$ cat src/rtl/core/split_link_set_into_two_paths_macros.svh
// Assertion macros for the two-path link splitter.
// Included by the top level; depends on nothing else.
`ifndef SPLIT_LINK_SET_INTO_TWO_PATHS_MACROS_SVH
`define SPLIT_LINK_SET_INTO_TWO_PATHS_MACROS_SVH

`ifndef ASSERT_OFF
// Antecedent and consequent in the same cycle.
`define SLSTP_ASSERT_SAME(lbl, clk, rstn, ante, cons, msg) \
    lbl: assert property (@(posedge clk) disable iff (!rstn) (ante) |-> (cons)) else $error(msg);
// Consequent in the cycle after the antecedent.
`define SLSTP_ASSERT_NEXT(lbl, clk, rstn, ante, cons, msg) \
    lbl: assert property (@(posedge clk) disable iff (!rstn) (ante) |=> (cons)) else $error(msg);
`else
`define SLSTP_ASSERT_SAME(lbl, clk, rstn, ante, cons, msg)
`define SLSTP_ASSERT_NEXT(lbl, clk, rstn, ante, cons, msg)
`endif

`endif

$ cat src/rtl/core/slstp_pkg.sv
// Shared types and constants of the two-path link splitter.
// Used by the controller, the datapath and the top level; depends on nothing.
package slstp_pkg;

    localparam int NODE_W = 10;

    typedef struct packed {
        logic [NODE_W-1:0] flow_source;
        logic [NODE_W-1:0] flow_dest;
        logic [NODE_W-1:0] link_from;
        logic [NODE_W-1:0] link_to;
        logic              end_of_group;
    } t_in_word;

    typedef struct packed {
        logic              path_kind;
        logic [NODE_W-1:0] out_source;
        logic [NODE_W-1:0] out_dest;
        logic [NODE_W-1:0] hop_from;
        logic [NODE_W-1:0] hop_to;
        logic              last;
    } t_out_word;

    localparam logic KIND_PRIMARY = 1'b0;
    localparam logic KIND_BACKUP  = 1'b1;

    // Commands from the controller to the datapath.
    typedef struct packed {
        logic store;
        logic walk_init;
        logic take;
        logic step;
        logic next_walk;
        logic flush;
    } t_cmd;

    // Status from the datapath to the controller.
    typedef struct packed {
        logic hit;
        logic scan_end;
        logic at_dest;
        logic kind;
    } t_stat;

endpackage

$ cat src/rtl/core/slstp_ctrl.sv
// Controller state machine of the two-path link splitter.
// Depends on slstp_pkg for the command and status types.
module slstp_ctrl (
    input  logic             i_clk,
    input  logic             i_rst_n,
    input  logic             i_start,
    input  logic             i_eog,
    input  slstp_pkg::t_stat i_stat,
    output slstp_pkg::t_cmd  o_cmd,
    output logic             o_busy
);
    import slstp_pkg::*;

    typedef enum logic [2:0] {
        S_IDLE  = 3'b001,
        S_SCAN  = 3'b010,
        S_FLUSH = 3'b100
    } t_state;

    t_state r_state;
    t_state n_state;
    logic   walk_done;

    always_comb begin
        n_state   = r_state;
        o_cmd     = '0;
        walk_done = 1'b0;
        unique case (r_state)
            S_IDLE: begin
                if (i_start) begin
                    o_cmd.store = 1'b1;
                    if (i_eog) begin
                        o_cmd.walk_init = 1'b1;
                        n_state         = S_SCAN;
                    end
                end
            end
            S_SCAN: begin
                if (i_stat.hit) begin
                    o_cmd.take = 1'b1;
                    walk_done  = i_stat.at_dest;
                end else if (i_stat.scan_end) begin
                    walk_done = 1'b1;
                end else begin
                    o_cmd.step = 1'b1;
                end
                if (walk_done) begin
                    if (i_stat.kind == KIND_BACKUP) begin
                        n_state = S_FLUSH;
                    end else begin
                        o_cmd.next_walk = 1'b1;
                    end
                end
            end
            S_FLUSH: begin
                o_cmd.flush = 1'b1;
                n_state     = S_IDLE;
            end
            default: begin
                n_state = S_IDLE;
            end
        endcase
    end

    always_ff @(posedge i_clk) begin
        if (!i_rst_n) begin
            r_state <= S_IDLE;
        end else begin
            r_state <= n_state;
        end
    end

    assign o_busy = (r_state != S_IDLE);

endmodule

$ cat src/rtl/core/slstp_dpath.sv
// Datapath of the two-path link splitter: link table, scan pointer, result staging.
// Depends on slstp_pkg for the word, command and status types.
module slstp_dpath #(
    parameter int MAX_LINKS = 32,
    parameter int NODE_BITS = 10
) (
    input  logic                 i_clk,
    input  logic                 i_rst_n,
    input  slstp_pkg::t_in_word  i_word,
    input  slstp_pkg::t_cmd      i_cmd,
    output slstp_pkg::t_stat     o_stat,
    output logic                 o_strobe,
    output slstp_pkg::t_out_word o_word
);
    import slstp_pkg::*;

    localparam int IW = $clog2(MAX_LINKS);
    localparam int CW = $clog2(MAX_LINKS + 1);
    localparam int WB = (NODE_BITS > NODE_W) ? NODE_BITS : NODE_W;

    typedef logic [NODE_BITS-1:0] t_node;
    typedef logic [WB-1:0]        t_wide;

    t_node           r_from [MAX_LINKS];
    t_node           r_to   [MAX_LINKS];
    logic [MAX_LINKS-1:0] r_used;

    logic [CW-1:0] r_count, n_count;
    t_node         r_src, n_src;
    t_node         r_dst, n_dst;
    logic          r_forbid_v, n_forbid_v;
    t_node         r_forbid, n_forbid;
    logic [IW-1:0] r_j, n_j;
    t_node         r_node, n_node;
    logic          r_kind, n_kind;
    logic          r_first, n_first;
    t_out_word     r_pend, n_pend;
    logic          r_pend_v, n_pend_v;
    t_out_word     r_out, n_out;
    logic          r_out_v, n_out_v;

    t_node in_src;
    t_node in_dst;
    t_node in_from;
    t_node in_to;
    t_node e_from;
    t_node e_to;
    logic  e_used;
    t_node cur;
    logic  forbid_hit;
    logic  can_store;

    assign in_src  = t_node'(t_wide'(i_word.flow_source));
    assign in_dst  = t_node'(t_wide'(i_word.flow_dest));
    assign in_from = t_node'(t_wide'(i_word.link_from));
    assign in_to   = t_node'(t_wide'(i_word.link_to));

    assign e_from = r_from[r_j];
    assign e_to   = r_to[r_j];
    assign e_used = r_used[r_j];

    // The first hop of a walk leaves the flow source, later hops the current node.
    assign cur        = r_first ? r_src : r_node;
    assign forbid_hit = r_first && (r_kind == KIND_BACKUP) && r_forbid_v && (e_to == r_forbid);
    assign can_store  = (r_count < CW'(MAX_LINKS));

    assign o_stat.hit      = !e_used && (e_from == cur) && !forbid_hit;
    assign o_stat.scan_end = ((CW'(r_j) + CW'(1)) == r_count);
    assign o_stat.at_dest  = (e_to == r_dst);
    assign o_stat.kind     = r_kind;

    always_comb begin
        n_count    = r_count;
        n_src      = r_src;
        n_dst      = r_dst;
        n_forbid_v = r_forbid_v;
        n_forbid   = r_forbid;
        n_j        = r_j;
        n_node     = r_node;
        n_kind     = r_kind;
        n_first    = r_first;
        n_pend     = r_pend;
        n_pend_v   = r_pend_v;
        n_out      = r_out;
        n_out_v    = 1'b0;

        if (i_cmd.store) begin
            if (r_count == '0) begin
                n_src = in_src;
                n_dst = in_dst;
            end
            if (can_store) begin
                n_count = r_count + CW'(1);
            end
        end

        if (i_cmd.walk_init) begin
            n_forbid_v = 1'b0;
            n_kind     = KIND_PRIMARY;
            n_first    = 1'b1;
            n_j        = '0;
        end

        if (i_cmd.step) begin
            n_j = r_j + IW'(1);
        end

        if (i_cmd.take) begin
            if (r_first && (r_kind == KIND_PRIMARY)) begin
                n_forbid_v = 1'b1;
                n_forbid   = e_to;
            end
            n_node  = e_to;
            n_first = 1'b0;
            n_j     = '0;
            // The staged result goes out now; the new one waits to learn if it is last.
            n_out      = r_pend;
            n_out_v    = r_pend_v;
            n_pend     = '{path_kind:  r_kind,
                           out_source: NODE_W'(t_wide'(r_src)),
                           out_dest:   NODE_W'(t_wide'(r_dst)),
                           hop_from:   NODE_W'(t_wide'(e_from)),
                           hop_to:     NODE_W'(t_wide'(e_to)),
                           last:       1'b0};
            n_pend_v   = 1'b1;
        end

        if (i_cmd.next_walk) begin
            n_kind  = KIND_BACKUP;
            n_first = 1'b1;
            n_j     = '0;
        end

        if (i_cmd.flush) begin
            n_out      = r_pend;
            n_out.last = 1'b1;
            n_out_v    = r_pend_v;
            n_pend_v   = 1'b0;
            n_count    = '0;
            n_forbid_v = 1'b0;
        end
    end

    always_ff @(posedge i_clk) begin
        if (!i_rst_n) begin
            r_count    <= '0;
            r_src      <= '0;
            r_dst      <= '0;
            r_forbid_v <= 1'b0;
            r_pend_v   <= 1'b0;
            r_out_v    <= 1'b0;
            r_kind     <= KIND_PRIMARY;
            r_first    <= 1'b1;
            r_j        <= '0;
        end else begin
            r_count    <= n_count;
            r_src      <= n_src;
            r_dst      <= n_dst;
            r_forbid_v <= n_forbid_v;
            r_pend_v   <= n_pend_v;
            r_out_v    <= n_out_v;
            r_kind     <= n_kind;
            r_first    <= n_first;
            r_j        <= n_j;
        end
    end

    always_ff @(posedge i_clk) begin
        r_forbid <= n_forbid;
        r_node   <= n_node;
        r_pend   <= n_pend;
        r_out    <= n_out;
        if (i_cmd.store && can_store) begin
            r_from[r_count[IW-1:0]] <= in_from;
            r_to[r_count[IW-1:0]]   <= in_to;
            r_used[r_count[IW-1:0]] <= 1'b0;
        end
        if (i_cmd.take) begin
            r_used[r_j] <= 1'b1;
        end
    end

    assign o_strobe = r_out_v;
    assign o_word   = r_out;

endmodule

$ cat src/rtl/core/split_link_set_into_two_paths.sv
// Top level of the two-path link splitter: controller, datapath and checks.
// Depends on slstp_pkg, slstp_ctrl, slstp_dpath and the assertion macro header.
//
// The block collects the hop links of one flow, one word per accepted start, and
// when a word carries end_of_group it walks the stored links twice: first the
// primary path from the flow source, then a backup path whose first hop may not
// end where the primary's first hop ended. Each walk stops at the flow destination
// or when no unused link leaves the current node. Result words come out in path
// order, one per o_strobe pulse, and the last word of a group has last set; the
// receiver cannot stall, so every strobed word must be taken in its cycle. A word
// without end_of_group is only stored, and busy stays low. At group end busy
// rises: the link table has one read port and is scanned one entry per cycle from
// entry 0 for every hop; after the walks a release step hands out the final word.
// The final result word shows in the cycle after that release step, as busy
// falls; a group that finds no path gives no result word at all. Links beyond
// MAX_LINKS in a group are dropped, and the flow source and destination of a
// group come from its first word.
module split_link_set_into_two_paths #(
    parameter int MAX_LINKS = 32,
    parameter int NODE_BITS = 10
) (
    input  logic                 i_clk,
    input  logic                 i_rst_n,
    input  logic                 start,
    output logic                 busy,
    input  slstp_pkg::t_in_word  i_word,
    output logic                 o_strobe,
    output slstp_pkg::t_out_word o_word
);
    import slstp_pkg::*;

    `include "split_link_set_into_two_paths_macros.svh"

    t_cmd  cmd;
    t_stat stat;

    // The controller sequences storing, scanning and the final release.
    slstp_ctrl u_ctrl (
        .i_clk   (i_clk),
        .i_rst_n (i_rst_n),
        .i_start (start),
        .i_eog   (i_word.end_of_group),
        .i_stat  (stat),
        .o_cmd   (cmd),
        .o_busy  (busy)
    );

    // The datapath holds the table, the scan pointer and the result staging.
    slstp_dpath #(
        .MAX_LINKS (MAX_LINKS),
        .NODE_BITS (NODE_BITS)
    ) u_dpath (
        .i_clk    (i_clk),
        .i_rst_n  (i_rst_n),
        .i_word   (i_word),
        .i_cmd    (cmd),
        .o_stat   (stat),
        .o_strobe (o_strobe),
        .o_word   (o_word)
    );

    // Results only appear while a group is being walked or right after it.
    `SLSTP_ASSERT_SAME(a_strobe_from_walk, i_clk, i_rst_n, o_strobe, $past(busy), "result outside a walk")
    // Nothing follows the last word of a group in the next cycle.
    `SLSTP_ASSERT_NEXT(a_last_ends, i_clk, i_rst_n, o_strobe && o_word.last, !o_strobe, "result after last")
    // The release step always hands the block back to idle.
    `SLSTP_ASSERT_NEXT(a_flush_idle, i_clk, i_rst_n, cmd.flush, !busy, "busy after release")
    // A link is only taken when the datapath reports a matching entry.
    `SLSTP_ASSERT_SAME(a_take_hit, i_clk, i_rst_n, cmd.take, stat.hit && busy, "take without hit")

endmodule
$ cat config.mk
export PLATFORM = sky130hd
export DESIGN_NAME = split_link_set_into_two_paths
export DESIGN_NICKNAME = d
export VERILOG_FILES = /design/src/rtl/core/slstp_pkg.sv /design/src/rtl/core/slstp_ctrl.sv /design/src/rtl/core/slstp_dpath.sv /design/src/rtl/core/split_link_set_into_two_paths.sv
export VERILOG_INCLUDE_DIRS = /design/src /design/src/rtl/core
export SDC_FILE = /design/constraint.sdc
export NUM_CORES = 1
export LEC_CHECK = 0
export ABC_AREA = 1
export BUFFER_PORTS_ARGS = -buffer_cell sky130_fd_sc_hd__buf_2
export CAP_MARGIN = 20
export CELL_PAD_IN_SITES_DETAIL_PLACEMENT = 1
export CELL_PAD_IN_SITES_GLOBAL_PLACEMENT = 2
export CORE_UTILIZATION = 35
export DETAILED_ROUTE_END_ITERATION = 7
export GPL_ROUTABILITY_DRIVEN = 0
export PLACE_DENSITY = 0.78
export REMOVE_ABC_BUFFERS = 1
export SLEW_MARGIN = 20
export SYNTH_ARGS = -nofsm -noshare
export SYNTH_HDL_FRONTEND = slang
export SYNTH_HIERARCHICAL = 1
export SYNTH_SLANG_ARGS = --single-unit
$ cat constraint.sdc
create_clock -name i_clk -period 10 [get_ports i_clk]
set_input_delay 1.5 -clock i_clk [delete_from_list [all_inputs] [get_ports i_clk]]
set_output_delay 1.5 -clock i_clk [all_outputs]
set_load 0.02 [all_outputs]
==> flow_summary.json <==
{
  "antenna_found_initial": 1,
  "switchingPower_w": 0.001588,
  "r2r_slack_ps": 3320,
  "ant_nets": 0,
  "relSlewSlack_pct": 24.13,
  "stdcell_area_sq_um": 37440,
  "crit_end": "u_dpath/o_word[30]",
  "avgSynthCellArea_sq_um": 11.24,
  "syn_area_sq_um": 32840,
  "postCtsSetupRepairBufs": 0,
  "core_sq_um": 92360,
  "postRouteWirelength_um": 101600,
  "seq_power_share_pct": 50.7,
  "grt_max_degree": 197,
  "fmax_mhz": 149.7,
  "finalMaxSlewViolations": 0,
  "syn_to_final_growth_pct": 14.02,
  "crit_slowest_cell": "buf_4",
  "power.density_nw_per_um2": 197.5,
  "combPwrFrac_pct": 3.3,
  "clk_pin_slew_ps": 60,
  "grt_pass1_wl_um": 151000,
  "viasPerCell": 5.265,
  "clkPwrFrac_pct": 46.1,
  "insertion_delay_ps": 660,
  "grtUsageTotal_pct": 21.39,
  "holdWs_ps": 431.8,
  "worstRegToRegCells": 21,
  "worstPathArrival_ps": 6990,
  "cts_buffers": 87,
  "utilization_pct": 40.54,
  "internal_power_w": 0.005808,
  "fin_worst_skew_ps": 22.67,
  "vias": 22639,
  "slowest_delay_ps": 980,
  "holdBufCountCts": 0,
  "cp_max_fo": 87,
  "io_buffers": 87,
  "ir_worst_vdd_v": 0.0001151,
  "wl_per_cell_um": 23.63,
  "die_w_um": 308.3,
  "netSwitchingFraction_pct": 21.47,
  "p_leak_nw": 13.69,
  "min_period_ps": 6681,
  "gr-total-overflow": 0,
  "status": "finished clean",
  "drt_iter0_markers": 1827,
  "start_util_pct": 35.55,
  "num_antenna_cells": 0,
  "setup_viol": 0,
  "crit_path_start_kind": "register",
  "min_path_type": "reg -> reg",
  "drt_pass1_iterations": 6,
  "path_cells": "inv_6 -> buf_4 -> nand3_1 -> nand3_1 -> nand2_1 -> nand2_1 -> nand3_1 -> nand2_1 -> inv_1 -> nand2_1 -> nand3_1 -> nor2_1 -> nand3_1 -> nor2_1 -> inv_1 -> nor2_4 -> buf_4 -> nor2_4 -> buf_4 -> inv_1 -> buf_4",
  "ctsResizeCount": 0,
  "drc": 0,
  "nNetsFinal": 3036,
  "hold_violations": 0,
  "place_inst": 4138,
  "synth_top_area_cell": "edfxtp_1",
  "crit_type": "reg -> reg",
  "crit_top_cell": "nand3_1",
  "cp.required_ps": 10310,
  "rsz0062_at_grt": "no",
  "cts.sinks": 809,
  "tightest_slew_ps": 1135,
  "synth_cells": 2921,
  "finalCritPeriodShare_pct": 66.81,
  "chipHeight_um": 308.3,
  "stdcell_count": 4300,
  "ys_seq_elements": 809,
  "dp_hpwl_um": 56010,
  "fp.dieArea_sq_um": 95050,
  "tritoncts": "yes",
  "place_area_sq_um": 34440,
  "ys_top_cells_by_area": "edfxtp_1 67%, nand2_1 11%, nand3_1 8.6%",
  "design_power_total_w": 0.007395,
  "cap_viol_max_count": 0,
  "yosysSeqAreaShare_pct": 71.64,
  "ys_types": 28,
  "synth.top_cell.area_share_pct": 66.94,
  "cts.path.max_buffers": 3,
  "cts-root-buf": "clkbuf_16",
  "grt_pass1_vias": 23572,
  "yosys_warnings": 6,
  "rows": 111,
  "end_kind": "register",
  "r2r_end": "u_dpath/o_word[30]",
  "pin_count": 88,
  "drive_gt1_share_pct": 10.37,
  "cts_max_level": 3
}
==> worst max-delay path: cells and delay by family (launching register included) <==
| kind | cells | cell delay, ps |
|---|---|---|
| flip-flops | 1 | 540 |
| buffers and inverters | 8 | 3510 |
| AND/OR/NAND/NOR | 13 | 2100 |
==> power groups by stage <==
| stage | sequential (W) | combinational, W | clock (W) |
|---|---|---|---|
| 5_1_grt | 0.00375 | 0.000267 | 0.00359 |
| 3_3_place_gp | 0.00382 | 0.000234 | 0 |
| 6_report | 0.00375 | 0.000241 | 0.00341 |
| 4_1_cts | 0.00375 | 0.000245 | 0.00347 |
| 2_1_floorplan | 0.00382 | 0.000114 | 0 |
| 3_5_place_dp | 0.00382 | 0.000243 | 0 |
==> state kept, by name, summed over array words and instances (netlist names), named ones only <==
signal              flops
u_dpath/r_src          10
u_dpath/r_forbid       10
u_ctrl/r_state          3
u_dpath/o_strobe        1
u_dpath/r_j             5
u_dpath/r_kind          1
u_dpath/r_dst          10
u_dpath/r_pend         41
u_dpath/o_word         42
u_dpath/r_from        320
u_dpath/r_to          320
u_dpath/r_used         32
u_dpath/r_count         6
u_dpath/r_first         1
u_dpath/r_pend_v        1
u_dpath/r_forbid_v      1
==> cells by family after synthesis <==
kind of cell,count (synthesis),share of synthesized area (%)
buf+inv,294,4.275
xor+xnor,12,0.3201
fa+ha+maj,8,0.3048
compound gates,134,2.092
simple gates,1664,21.37
flops,809,71.64
==> worst min-delay path by stage <==
stage                     startpoint            endpoint  slack, ps  cells past startpoint
CTS                 u_dpath/r_dst[9]  u_dpath/r_pend[30]        430                      0
finish              u_dpath/r_dst[9]  u_dpath/r_pend[30]        430                      0
floorplan           u_dpath/r_dst[9]  u_dpath/r_pend[30]        410                      0
detailed placement  u_dpath/r_dst[9]  u_dpath/r_pend[30]        420                      0
global placement    u_dpath/r_dst[9]  u_dpath/r_pend[30]        420                      0
global route        u_dpath/r_dst[9]  u_dpath/r_pend[30]        440                      0
==> cells in the final DEF (no fill, tap or decap), types with 2 or more instances in the layout <==
cell / instances
clkinv_8: 2
buf_2: 87
nand3b_1: 7
nand2_1: 925
edfxtp_1: 732
xor2_1: 8
nand3_1: 561
clkbuf_16: 88
ha_1: 8
nand4_1: 4
clkinvlp_4: 6
dfxtp_4: 3
inv_6: 4
or2_2: 8
inv_16: 2
clkbuf_1: 16
dfxtp_1: 73
xnor2_1: 4
clkinv_1: 14
nor2_1: 119
nor2_2: 26
nor2_4: 10
inv_1: 131
clkinv_2: 17
buf_4: 44
a21oi_1: 22
bufinv_16: 15
o22ai_1: 11
o21ai_0: 96
nor3_1: 3
o21ai_1: 4
==> layout make-up <==
class,instances,area [sq um]
multi-input combinational,1818,8043
sequential,809,23540
inverter,136,529.3
tap,1243,1555
clock inverter,57,715.7
clock buffer,105,2276
fill,9985,54920
timing repair buffer,132,785.8
==> cells in the mapped netlist, drive strengths merged <==
cell	number
inv	135
nor2	155
nand3b	7
a21o	1
nor4	1
o21ai	100
edfxtp	732
a21oi	22
nand3	561
dfxtp	77
buf	119
nand2	925
xnor2	4
nand4	4
o22ai	11
xor2	8
ha	8
or2	8
clkbuf	39
nor3	3
clkinv	1
==> layer usage <==
metal  vias up  wire [um]  GRT usage (%)
met5         -          9              0
met2       583      50570          36.60
li1      10179          -              -
met4         2       2740          6.988
met1     11729      43120          27.82
met3       146       5184          3.037
==> metrics by stage <==
| step | TNS, ps | worst slack (ps) |
|---|---|---|
| floorplan | -651470 | -4930 |
| detailed placement | 0 | 3330 |
| CTS | 0 | 3309 |
| global placement | 0 | 3496 |
| global route | 0 | 2983 |
| finish | 0 | 3319 |
Power figures use the tool's default switching activity.
